### src/rtl/gclp_pkg.sv
package gclp_pkg;

   // Line and value geometry.
   localparam int NameChars    = 4;
   localparam int ValueBits    = 32;
   localparam int CommandCount = 10;
   localparam int FieldCount   = 6;
   localparam int FieldWidth   = 32;
   localparam int LenWidth     = $clog2(NameChars + 2);
   localparam int NameIdxWidth = $clog2(NameChars);
   localparam int IndexWidth   = 4;
   localparam int DigitCount   = 10;

   // Character codes.
   localparam logic [7:0] CharSpace = 8'h20;
   localparam logic [7:0] CharPlus  = 8'h2B;
   localparam logic [7:0] CharMinus = 8'h2D;
   localparam logic [7:0] CharZero  = 8'h30;
   localparam logic [7:0] CharNine  = 8'h39;
   localparam logic [7:0] CharTab   = 8'h09;
   localparam logic [7:0] CharCr    = 8'h0D;

   // Field letters.
   localparam logic [7:0] CharX = 8'h58;
   localparam logic [7:0] CharY = 8'h59;
   localparam logic [7:0] CharZ = 8'h5A;
   localparam logic [7:0] CharE = 8'h45;
   localparam logic [7:0] CharF = 8'h46;
   localparam logic [7:0] CharS = 8'h53;

   // Token phase codes.
   localparam logic [1:0] PhaseNone  = 2'd0;
   localparam logic [1:0] PhaseName  = 2'd1;
   localparam logic [1:0] PhaseField = 2'd2;

   // Number scan phase codes.
   localparam logic [1:0] NumSkip   = 2'd0;
   localparam logic [1:0] NumSign   = 2'd1;
   localparam logic [1:0] NumDigits = 2'd2;
   localparam logic [1:0] NumDone   = 2'd3;

   // Field slots, in used-mask bit order.
   localparam int SlotX = 0;
   localparam int SlotY = 1;
   localparam int SlotZ = 2;
   localparam int SlotE = 3;
   localparam int SlotF = 4;
   localparam int SlotS = 5;

   // Saturation limits: the magnitude of the most negative value, and the largest
   // accumulator that still takes one more digit d without passing that magnitude.
   localparam logic [ValueBits-1:0] MagLimit = {1'b1, {(ValueBits - 1){1'b0}}};
   localparam logic [ValueBits-1:0] PosLimit = {1'b0, {(ValueBits - 1){1'b1}}};
   localparam logic [ValueBits-1:0] DigitLimit [DigitCount] = '{
      (MagLimit - ValueBits'(0)) / 10, (MagLimit - ValueBits'(1)) / 10,
      (MagLimit - ValueBits'(2)) / 10, (MagLimit - ValueBits'(3)) / 10,
      (MagLimit - ValueBits'(4)) / 10, (MagLimit - ValueBits'(5)) / 10,
      (MagLimit - ValueBits'(6)) / 10, (MagLimit - ValueBits'(7)) / 10,
      (MagLimit - ValueBits'(8)) / 10, (MagLimit - ValueBits'(9)) / 10
   };

   // Command name table: G1, G28, G90, G91, G92, M104, M109, M140, M190, M106.
   localparam logic [7:0] CmdText [CommandCount][NameChars] = '{
      '{8'h47, 8'h31, 8'h00, 8'h00},
      '{8'h47, 8'h32, 8'h38, 8'h00},
      '{8'h47, 8'h39, 8'h30, 8'h00},
      '{8'h47, 8'h39, 8'h31, 8'h00},
      '{8'h47, 8'h39, 8'h32, 8'h00},
      '{8'h4D, 8'h31, 8'h30, 8'h34},
      '{8'h4D, 8'h31, 8'h30, 8'h39},
      '{8'h4D, 8'h31, 8'h34, 8'h30},
      '{8'h4D, 8'h31, 8'h39, 8'h30},
      '{8'h4D, 8'h31, 8'h30, 8'h36}
   };
   localparam logic [LenWidth-1:0] CmdLen [CommandCount] = '{
      LenWidth'(2), LenWidth'(3), LenWidth'(3), LenWidth'(3), LenWidth'(3),
      LenWidth'(4), LenWidth'(4), LenWidth'(4), LenWidth'(4), LenWidth'(4)
   };

   // Command name as seen at the end of a line.
   typedef struct packed {
      logic                          any_token;
      logic [LenWidth-1:0]           name_len;
      logic [NameChars-1:0][7:0]     name_chars;
   } name_info_type;

   // Outcome of the name lookup.
   typedef struct packed {
      logic                  found;
      logic [IndexWidth-1:0] index;
   } cmd_match_type;

   typedef logic [FieldCount-1:0][ValueBits-1:0] field_values_type;

endpackage

### src/rtl/gclp_match.sv
module gclp_match (
   input  gclp_pkg::name_info_type name_info,
   output gclp_pkg::cmd_match_type cmd_match
);
   import gclp_pkg::*;

   logic [CommandCount-1:0] hit;

   // Compare the collected name with every table entry.
   always_comb begin
      for (int i = 0; i < CommandCount; i++) begin
         hit[i] = name_info.any_token && (name_info.name_len == CmdLen[i]);
         for (int j = 0; j < NameChars; j++) begin
            if ((LenWidth'(j) < CmdLen[i]) && (name_info.name_chars[j] != CmdText[i][j])) begin
               hit[i] = 1'b0;
            end
         end
      end
   end

   // Encode the first matching entry.
   always_comb begin
      cmd_match.found = |hit;
      cmd_match.index = '0;
      for (int i = CommandCount - 1; i >= 0; i--) begin
         if (hit[i]) begin
            cmd_match.index = IndexWidth'(i);
         end
      end
   end

endmodule

### src/rtl/gclp_scan.sv
module gclp_scan (
   input  logic                       clock,
   input  logic                       reset,
   input  logic                       step,
   input  logic [7:0]                 line_byte,
   input  logic                       line_end,
   output gclp_pkg::name_info_type    name_info,
   output logic [gclp_pkg::FieldCount-1:0] used_mask,
   output gclp_pkg::field_values_type field_values
);
   import gclp_pkg::*;

   logic [1:0]                  phase_ff, phase_in;
   logic                        inside_ff, inside_in;
   logic [NameChars-1:0][7:0]   name_ff, name_in;
   logic [LenWidth-1:0]         len_ff, len_in;
   logic [7:0]                  letter_ff, letter_in;
   logic [1:0]                  num_phase_ff, num_phase_in;
   logic                        neg_ff, neg_in;
   logic [ValueBits-1:0]        acc_ff, acc_in;
   field_values_type            field_ff, field_in;
   logic [FieldCount-1:0]       present_ff, present_in;

   logic                        is_digit;
   logic [3:0]                  digit;
   logic [ValueBits-1:0]        acc_digit;
   logic                        end_now;
   logic [FieldCount-1:0]       slot_hit;
   logic [ValueBits-1:0]        token_value;

   // Digit decode and the saturating multiply-by-ten add.
   always_comb begin
      is_digit = (line_byte inside {[CharZero:CharNine]});
      digit    = 4'(line_byte - CharZero);
      if (acc_ff > DigitLimit[digit]) begin
         acc_digit = MagLimit;
      end else begin
         acc_digit = acc_ff * ValueBits'(10) + ValueBits'(digit);
      end
   end

   // Token scan for the current byte.
   always_comb begin
      phase_in     = phase_ff;
      inside_in    = inside_ff;
      name_in      = name_ff;
      len_in       = len_ff;
      letter_in    = letter_ff;
      num_phase_in = num_phase_ff;
      neg_in       = neg_ff;
      acc_in       = acc_ff;
      end_now      = 1'b0;
      if (line_byte == CharSpace) begin
         end_now   = inside_ff;
         inside_in = 1'b0;
      end else if (!inside_ff) begin
         inside_in = 1'b1;
         if (phase_ff == PhaseNone) begin
            phase_in   = PhaseName;
            name_in[0] = line_byte;
            len_in     = LenWidth'(1);
         end else begin
            phase_in     = PhaseField;
            letter_in    = line_byte;
            num_phase_in = NumSkip;
            neg_in       = 1'b0;
            acc_in       = '0;
         end
      end else if (phase_ff == PhaseName) begin
         if (len_ff < LenWidth'(NameChars)) begin
            name_in[len_ff[NameIdxWidth-1:0]] = line_byte;
         end
         if (len_ff <= LenWidth'(NameChars)) begin
            len_in = len_ff + LenWidth'(1);
         end
      end else begin
         case (num_phase_ff)
            NumSkip: begin
               if (line_byte inside {[CharTab:CharCr]}) begin
                  num_phase_in = NumSkip;
               end else if (line_byte == CharPlus || line_byte == CharMinus) begin
                  neg_in       = (line_byte == CharMinus);
                  num_phase_in = NumSign;
               end else if (is_digit) begin
                  acc_in       = acc_digit;
                  num_phase_in = NumDigits;
               end else begin
                  num_phase_in = NumDone;
               end
            end
            NumSign, NumDigits: begin
               if (is_digit) begin
                  acc_in       = acc_digit;
                  num_phase_in = NumDigits;
               end else begin
                  num_phase_in = NumDone;
               end
            end
            default: begin
               num_phase_in = num_phase_ff;
            end
         endcase
      end
      if (line_end && inside_in) begin
         end_now = 1'b1;
      end
   end

   // Close a field token: pick its slot and its saturated value.
   always_comb begin
      slot_hit = '0;
      case (letter_in)
         CharX:   slot_hit[SlotX] = 1'b1;
         CharY:   slot_hit[SlotY] = 1'b1;
         CharZ:   slot_hit[SlotZ] = 1'b1;
         CharE:   slot_hit[SlotE] = 1'b1;
         CharF:   slot_hit[SlotF] = 1'b1;
         CharS:   slot_hit[SlotS] = 1'b1;
         default: slot_hit = '0;
      endcase
      if (neg_in) begin
         token_value = '0 - acc_in;
      end else if (acc_in > PosLimit) begin
         token_value = PosLimit;
      end else begin
         token_value = acc_in;
      end
      field_in   = field_ff;
      present_in = present_ff;
      if (end_now && phase_in == PhaseField) begin
         for (int k = 0; k < FieldCount; k++) begin
            if (slot_hit[k]) begin
               field_in[k]   = token_value;
               present_in[k] = 1'b1;
            end
         end
      end
   end

   // Line summary as it stands after this byte.
   always_comb begin
      name_info.any_token  = (phase_in != PhaseNone);
      name_info.name_len   = len_in;
      name_info.name_chars = name_in;
      used_mask            = present_in;
      for (int k = 0; k < FieldCount; k++) begin
         field_values[k] = present_in[k] ? field_in[k] : '0;
      end
   end

   // Control state; everything returns to its start values after the last byte.
   always_ff @(posedge clock) begin
      if (reset) begin
         phase_ff     <= PhaseNone;
         inside_ff    <= 1'b0;
         len_ff       <= '0;
         num_phase_ff <= NumSkip;
         neg_ff       <= 1'b0;
         present_ff   <= '0;
      end else if (step) begin
         if (line_end) begin
            phase_ff     <= PhaseNone;
            inside_ff    <= 1'b0;
            len_ff       <= '0;
            num_phase_ff <= NumSkip;
            neg_ff       <= 1'b0;
            present_ff   <= '0;
         end else begin
            phase_ff     <= phase_in;
            inside_ff    <= inside_in;
            len_ff       <= len_in;
            num_phase_ff <= num_phase_in;
            neg_ff       <= neg_in;
            present_ff   <= present_in;
         end
      end
   end

   // Payload state; only read where the control state marks it meaningful.
   always_ff @(posedge clock) begin
      if (step) begin
         name_ff   <= name_in;
         letter_ff <= letter_in;
         acc_ff    <= line_end ? '0 : acc_in;
         field_ff  <= field_in;
      end
   end

endmodule

### src/rtl/gcode_line_field_parser.sv
// Channel   Dir  tdata                                   tuser  tlast
// req_      in   [7:0] line_byte                         -      line_end
// rsp_      out  status, command_index, used_mask,       -      -
//                x/y/z/e/f/s values (32 bits each)
//
// One request byte is taken every cycle while no final byte waits for the output
// register; a byte is scanned while it sits in the input register, and the line
// result is loaded into the output register at the same edge that retires the
// final byte, and is offered from that register.
// The per-byte path is one saturating multiply-by-ten add and the field select.
// Only a final byte waits for the output register; other bytes never stall.
// Reset is synchronous and returns the scanner to the start of a line.
module gcode_line_field_parser (
   input  logic         clock,
   input  logic         reset,
   input  logic         req_tvalid,
   output logic         req_tready,
   input  logic [7:0]   req_tdata,   // [7:0] line_byte
   input  logic         req_tlast,   // line_end
   output logic         rsp_tvalid,
   input  logic         rsp_tready,
   // [0] status, [4:1] command_index, [10:5] used_mask, [42:11] x_value,
   // [74:43] y_value, [106:75] z_value, [138:107] e_value, [170:139] f_value,
   // [202:171] s_value, [207:203] zero
   output logic [207:0] rsp_tdata
);
   import gclp_pkg::*;

   localparam int DataBits = 1 + IndexWidth + FieldCount + FieldCount * FieldWidth;
   localparam int PadBits  = 208 - DataBits;

   logic                  in_valid_ff;
   logic [7:0]            byte_ff;
   logic                  last_ff;
   logic                  advance;
   logic                  rsp_valid_ff, rsp_valid_in;
   logic [207:0]          rsp_data_ff, rsp_data_in;

   name_info_type         name_info;
   cmd_match_type         cmd_match;
   logic [FieldCount-1:0] used_mask;
   field_values_type      field_values;
   logic [FieldCount*FieldWidth-1:0] value_bits;

   // A byte moves on unless it ends a line and the result slot is still full.
   assign advance    = in_valid_ff && (!last_ff || !rsp_valid_ff || rsp_tready);
   assign req_tready = !in_valid_ff || advance;

   // Input register.
   always_ff @(posedge clock) begin
      if (reset) begin
         in_valid_ff <= 1'b0;
      end else if (req_tready) begin
         in_valid_ff <= req_tvalid;
      end
   end

   always_ff @(posedge clock) begin
      if (req_tvalid && req_tready) begin
         byte_ff <= req_tdata;
         last_ff <= req_tlast;
      end
   end

   gclp_scan u_scan (
      .clock        (clock),
      .reset        (reset),
      .step         (advance),
      .line_byte    (byte_ff),
      .line_end     (last_ff),
      .name_info    (name_info),
      .used_mask    (used_mask),
      .field_values (field_values)
   );

   gclp_match u_match (
      .name_info (name_info),
      .cmd_match (cmd_match)
   );

   // Result packing; an unknown name clears every field.
   always_comb begin
      for (int k = 0; k < FieldCount; k++) begin
         value_bits[k*FieldWidth +: FieldWidth] = FieldWidth'($signed(field_values[k]));
      end
      if (cmd_match.found) begin
         rsp_data_in = {{PadBits{1'b0}}, value_bits, used_mask, cmd_match.index, 1'b0};
      end else begin
         rsp_data_in = {{(208 - 1){1'b0}}, 1'b1};
      end
   end

   // Output register.
   always_comb begin
      rsp_valid_in = rsp_valid_ff;
      if (advance && last_ff) begin
         rsp_valid_in = 1'b1;
      end else if (rsp_tready) begin
         rsp_valid_in = 1'b0;
      end
   end

   always_ff @(posedge clock) begin
      if (reset) begin
         rsp_valid_ff <= 1'b0;
      end else begin
         rsp_valid_ff <= rsp_valid_in;
      end
   end

   always_ff @(posedge clock) begin
      if (advance && last_ff) begin
         rsp_data_ff <= rsp_data_in;
      end
   end

   assign rsp_tvalid = rsp_valid_ff;
   assign rsp_tdata  = rsp_data_ff;

endmodule

### config.mk
export PLATFORM = sky130hd
export DESIGN_NAME = gcode_line_field_parser
export DESIGN_NICKNAME = d
export VERILOG_FILES = /design/src/rtl/gclp_pkg.sv /design/src/rtl/gclp_match.sv /design/src/rtl/gclp_scan.sv /design/src/rtl/gcode_line_field_parser.sv
export SDC_FILE = /design/constraint.sdc
export NUM_CORES = 1
export LEC_CHECK = 0
export ABC_CLOCK_PERIOD_IN_PS = 24000
export BUFFER_PORTS_ARGS = -buffer_cell sky130_fd_sc_hd__buf_2
export CAP_MARGIN = 20
export CORE_UTILIZATION = 45
export CTS_CLUSTER_DIAMETER = 80
export DETAILED_ROUTE_END_ITERATION = 10
export GPL_ROUTABILITY_DRIVEN = 0
export SLEW_MARGIN = 20
export SYNTH_ARGS = -nofsm -noshare
export SYNTH_HDL_FRONTEND = slang
export SYNTH_SLANG_ARGS = --single-unit
### constraint.sdc
create_clock -name clock -period 24 [get_ports clock]
set_input_delay 2.4 -clock clock [delete_from_list [all_inputs] [get_ports clock]]
set_output_delay 2.4 -clock clock [all_outputs]
set_load 0.03 [all_outputs]
==> results.tsv <==
metric	value	unit
result of the run	finished, final reports clean	
LEAKAGE	11.1	nW
flops & latches, synth	493	
Worst Hold Class	register to register	
end point of the most critical hold path	u_scan.present_ff[0]	
DIE HEIGHT	243	um
number of enable flip-flop cells after synthesis	476	
remaining design rule violation count	0	
Combinational Power Share	0.125	
Startpoint Class	register	
endpoints failing setup	0	
share of power burned in the clock network	0.411	
Boundary Pins	223	
Period Utilization, post-route	0.279	
count of endpoints failing hold in the final timing report	0	
sequential share of the synthesized area	0.561	
total area of multi-input combinational cells	10900	um2
number of nets in the final layout	2655	
r2r worst-path depth	16	
number of buffers inserted to repair setup after CTS	0	
DRT iter0 DRCs	2184	
largest buffer count on any clock path	3	
Setup WS pre-CTS	17.58	ns
Yosys top cell area share	0.548	
number of clock sinks seen by CTS	493	
peak supply drop	0.0553	mV
x dimension of the die	243	um
clock tree skew after final layout	0.0416	ns
fill cell total of the finished layout	5041	
number of standard-cell rows in the floorplan	87	
placeable core region	56800	um2
GRT Util Overall	0.251	
Worst R2R End	rsp_tdata[39]	
synthesized area divided by synthesized cell count	11.0	um2
clock slew seen by the registers of the worst setup and hold paths	0.06	ns
vias in the first global route	19100	
cts hold-fix bufs	0	
post-synthesis async set-or-reset flop share	0	
clock root buffer	sky130_fd_sc_hd__clkbuf_16	
final core utilization	0.527	
Worst-Skew Late Latency	0.63	ns
setup slack after layout	17.30	ns
worst max-slew margin expressed relative to the limit	0.194	
Switch Pwr	0.564	mW
count of buffers inserted at the top-level ports	217	
proportion of layout cells with a drive suffix above 1	0.194	
data required time at the worst endpoint	24.46	ns
number of cells produced by synthesis	2379	
average detailed-routed wire length per instance	22.4	um
Crit Path Class	register to register	
area of all sequential standard cells	14600	um2
share of power burned in registers	0.465	
dominant cells by area after synthesis	sky130_fd_sc_hd__edfxtp_1 (55%), sky130_fd_sc_hd__nand2_1 (5.5%), sky130_fd_sc_hd__mux2_2 (3.6%)	
number of resized instances in the post-cts repair step	0	
arrival time at the worst endpoint	7.16	ns
first-pass GRT wire length	115000	um
count of warnings emitted by yosys	0	
total negative slack	0	ns
via count	20200	
initial antenna violation count	2	
via/cell ratio	5.98	
r2r setup slk	17.30	ns
H-tree lvl count	2	
RSZ-0062 raised after global routing	false	
number of clock buffers inserted by TritonCTS	54	
detailed-placement wirelength estimate	50900	um
cell internal pwr	1.57	mW
distinct cell type count after synthesis	104	
sum of overflow across all layers after global routing	0	
most common library cells after synthesis	sky130_fd_sc_hd__edfxtp_1 (476), sky130_fd_sc_hd__nand2_1 (383), sky130_fd_sc_hd__nor2_1 (162), sky130_fd_sc_hd__a21oi_1 (158), sky130_fd_sc_hd__nor2b_1 (114)	
measured slew at the worst slew-check pin	1.21	ns
residual antenna-violating net count after detailed routing	0	
startpoint of the lowest-slack register-to-register path	u_scan.acc_ff[1]	
maximum fanout along the worst path	11	
startpoint of the worst hold path	u_scan.present_ff[0]	
peak clock frequency supported by timing	0.149	GHz
area growth from synthesis to layout	14.8	%
areal power density over the cells	71.1	nW/um2
time the worst path needs with I/O delays and setup	6.70	ns
most instantiated flip-flop cell in the synthesis netlist	sky130_fd_sc_hd__edfxtp_1	
net switching fraction of the power	0.265	
overall routed net length	75400	um
number of instances on the worst hold path	2	
pin count of the biggest net entering global routing	145	
die area	58900	um2
TritonCTS clock tree	done	
number of pins with negative max-slew slack in the final report	0	
biggest area consumer among synthesized cells	sky130_fd_sc_hd__edfxtp_1	
total standard cell area after synthesis	26100	um2
library cell with the highest instance count after synthesis	sky130_fd_sc_hd__edfxtp_1	
initial cell density of the core	0.459	
kind of end point of the critical path	register	
total of max-cap violations	0	
router iterations before antenna repair	5	
ANT cells	0	
## through the flow
| step | total power, mW | instance area [um2] | hold WS [ns] | std cells |
|---|---|---|---|---|
| detailed placement | 1.27 | 28000 | 0.487 | 3270 |
| global placement | 1.26 | 28000 | 0.474 | 3270 |
| CTS | 2.14 | 29900 | 0.502 | 3372 |
| floorplan | 1.20 | 26100 | 0.437 | 2383 |
| global route | 2.20 | 29900 | 0.527 | 3374 |
| finish | 2.13 | 29900 | 0.508 | 3374 |
## how the worst max path moves through the flow
stage / to / startpoint / cells past startpoint / slack (ns)
2_1_floorplan: u_scan.acc_ff[0] / rsp_tready / 5 / 13.21
3_3_place_gp: rsp_tdata[71] / u_scan.acc_ff[1] / 16 / 17.68
3_5_place_dp: rsp_tdata[71] / u_scan.acc_ff[1] / 16 / 17.58
4_1_cts: rsp_tdata[39] / u_scan.acc_ff[1] / 16 / 17.51
5_1_grt: rsp_tdata[39] / u_scan.acc_ff[1] / 16 / 16.99
6_report: rsp_tdata[39] / u_scan.acc_ff[1] / 16 / 17.30
## cells by family (layout without fill, tap and decap cells)
group / count (synthesis) / after routing / synth area share
simple gates: 976 / 976 / 0.184
compound gates: 512 / 512 / 0.133
flops: 493 / 493 / 0.561
buf+inv: 174 / 409 / 0.0272
mux: 95 / 95 / 0.0405
fa+ha+maj: 70 / 70 / 0.0342
xor+xnor: 58 / 58 / 0.0198
other cells: 1 / 5 / 0.000144
## layout by cell type, fill, tap and decap left out, types with 33 or more instances in the layout
master | synthesis | layout
sky130_fd_sc_hd__xnor2_1 | 35 | 33
sky130_fd_sc_hd__buf_2 | 10 | 217
sky130_fd_sc_hd__nor2_1 | 162 | 162
sky130_fd_sc_hd__nand2_1 | 383 | 383
sky130_fd_sc_hd__inv_1 | 48 | 47
sky130_fd_sc_hd__nor2b_1 | 114 | 114
sky130_fd_sc_hd__nor3_1 | 52 | 52
sky130_fd_sc_hd__mux2_2 | 84 | 84
sky130_fd_sc_hd__a21oi_1 | 158 | 158
sky130_fd_sc_hd__nand3_1 | 61 | 61
sky130_fd_sc_hd__a211oi_1 | 34 | 34
sky130_fd_sc_hd__edfxtp_1 | 476 | 476
sky130_fd_sc_hd__clkbuf_16 | 0 | 54
sky130_fd_sc_hd__o21ai_0 | 81 | 81
sky130_fd_sc_hd__buf_4 | 6 | 39
sky130_fd_sc_hd__ha_1 | 68 | 68
## power by group through the flow
stage	Clock [mW]	Sequential, mW	Combinational (mW)
final	0.875	0.990	0.266
after global routing	0.917	0.992	0.288
after CTS	0.888	0.989	0.262
after detailed placement	0	1.01	0.261
after global placement	0	1.01	0.257
after floorplan	0	1.02	0.174
## flip-flops by register name (all words and copies together), names as in the netlist
name	flops
rsp_tdata	203
u_scan.present_ff	6
in_valid_ff	1
u_scan.neg_ff	1
u_scan.acc_ff	32
u_scan.inside_ff	1
u_scan.num_phase_ff	2
u_scan.field_ff	192
u_scan.letter_ff	8
u_scan.name_ff	32
rsp_tvalid	1
u_scan.phase_ff	2
u_scan.len_ff	3
byte_ff	8
last_ff	1
## layout make-up
type | count | area share
Clock buffer | 70 | 0.0488
Inverter | 48 | 0.00627
Sequential cell | 493 | 0.489
Timing Repair Buffer | 259 | 0.0479
Clock inverter | 32 | 0.0140
Tap cell | 756 | 0.0316
Multi-Input combinational cell | 1716 | 0.363
## metal layers
layer | global-route usage | vias to the layer above | routed length, um
met5 | 0 | - | 0
met3 | 0.0395 | 129 | 5830
met2 | 0.390 | 861 | 34000
met4 | 0.0818 | 0 | 2380
li1 | - | 9273 | -
met1 | 0.358 | 9898 | 33200
## worst max-delay path: stages, from the launching register on
cell and delay, ns:
sky130_fd_sc_hd__edfxtp_1 0.54, sky130_fd_sc_hd__ha_1 0.36, sky130_fd_sc_hd__ha_1 0.23, sky130_fd_sc_hd__fa_1 0.44, sky130_fd_sc_hd__a211oi_4 0.40, sky130_fd_sc_hd__o211ai_4 0.19, sky130_fd_sc_hd__a2111oi_4 0.37, sky130_fd_sc_hd__a211oi_1 0.13
sky130_fd_sc_hd__or3b_1 0.48, sky130_fd_sc_hd__nor4_2 0.56, sky130_fd_sc_hd__a311oi_1 0.20, sky130_fd_sc_hd__nor2_1 0.66, sky130_fd_sc_hd__or3b_1 0.41, sky130_fd_sc_hd__nor4_1 0.58, sky130_fd_sc_hd__xor2_1 0.60, sky130_fd_sc_hd__o211ai_1 0.20
sky130_fd_sc_hd__a21oi_1 0.21
(Power assumes the default switching activity.)
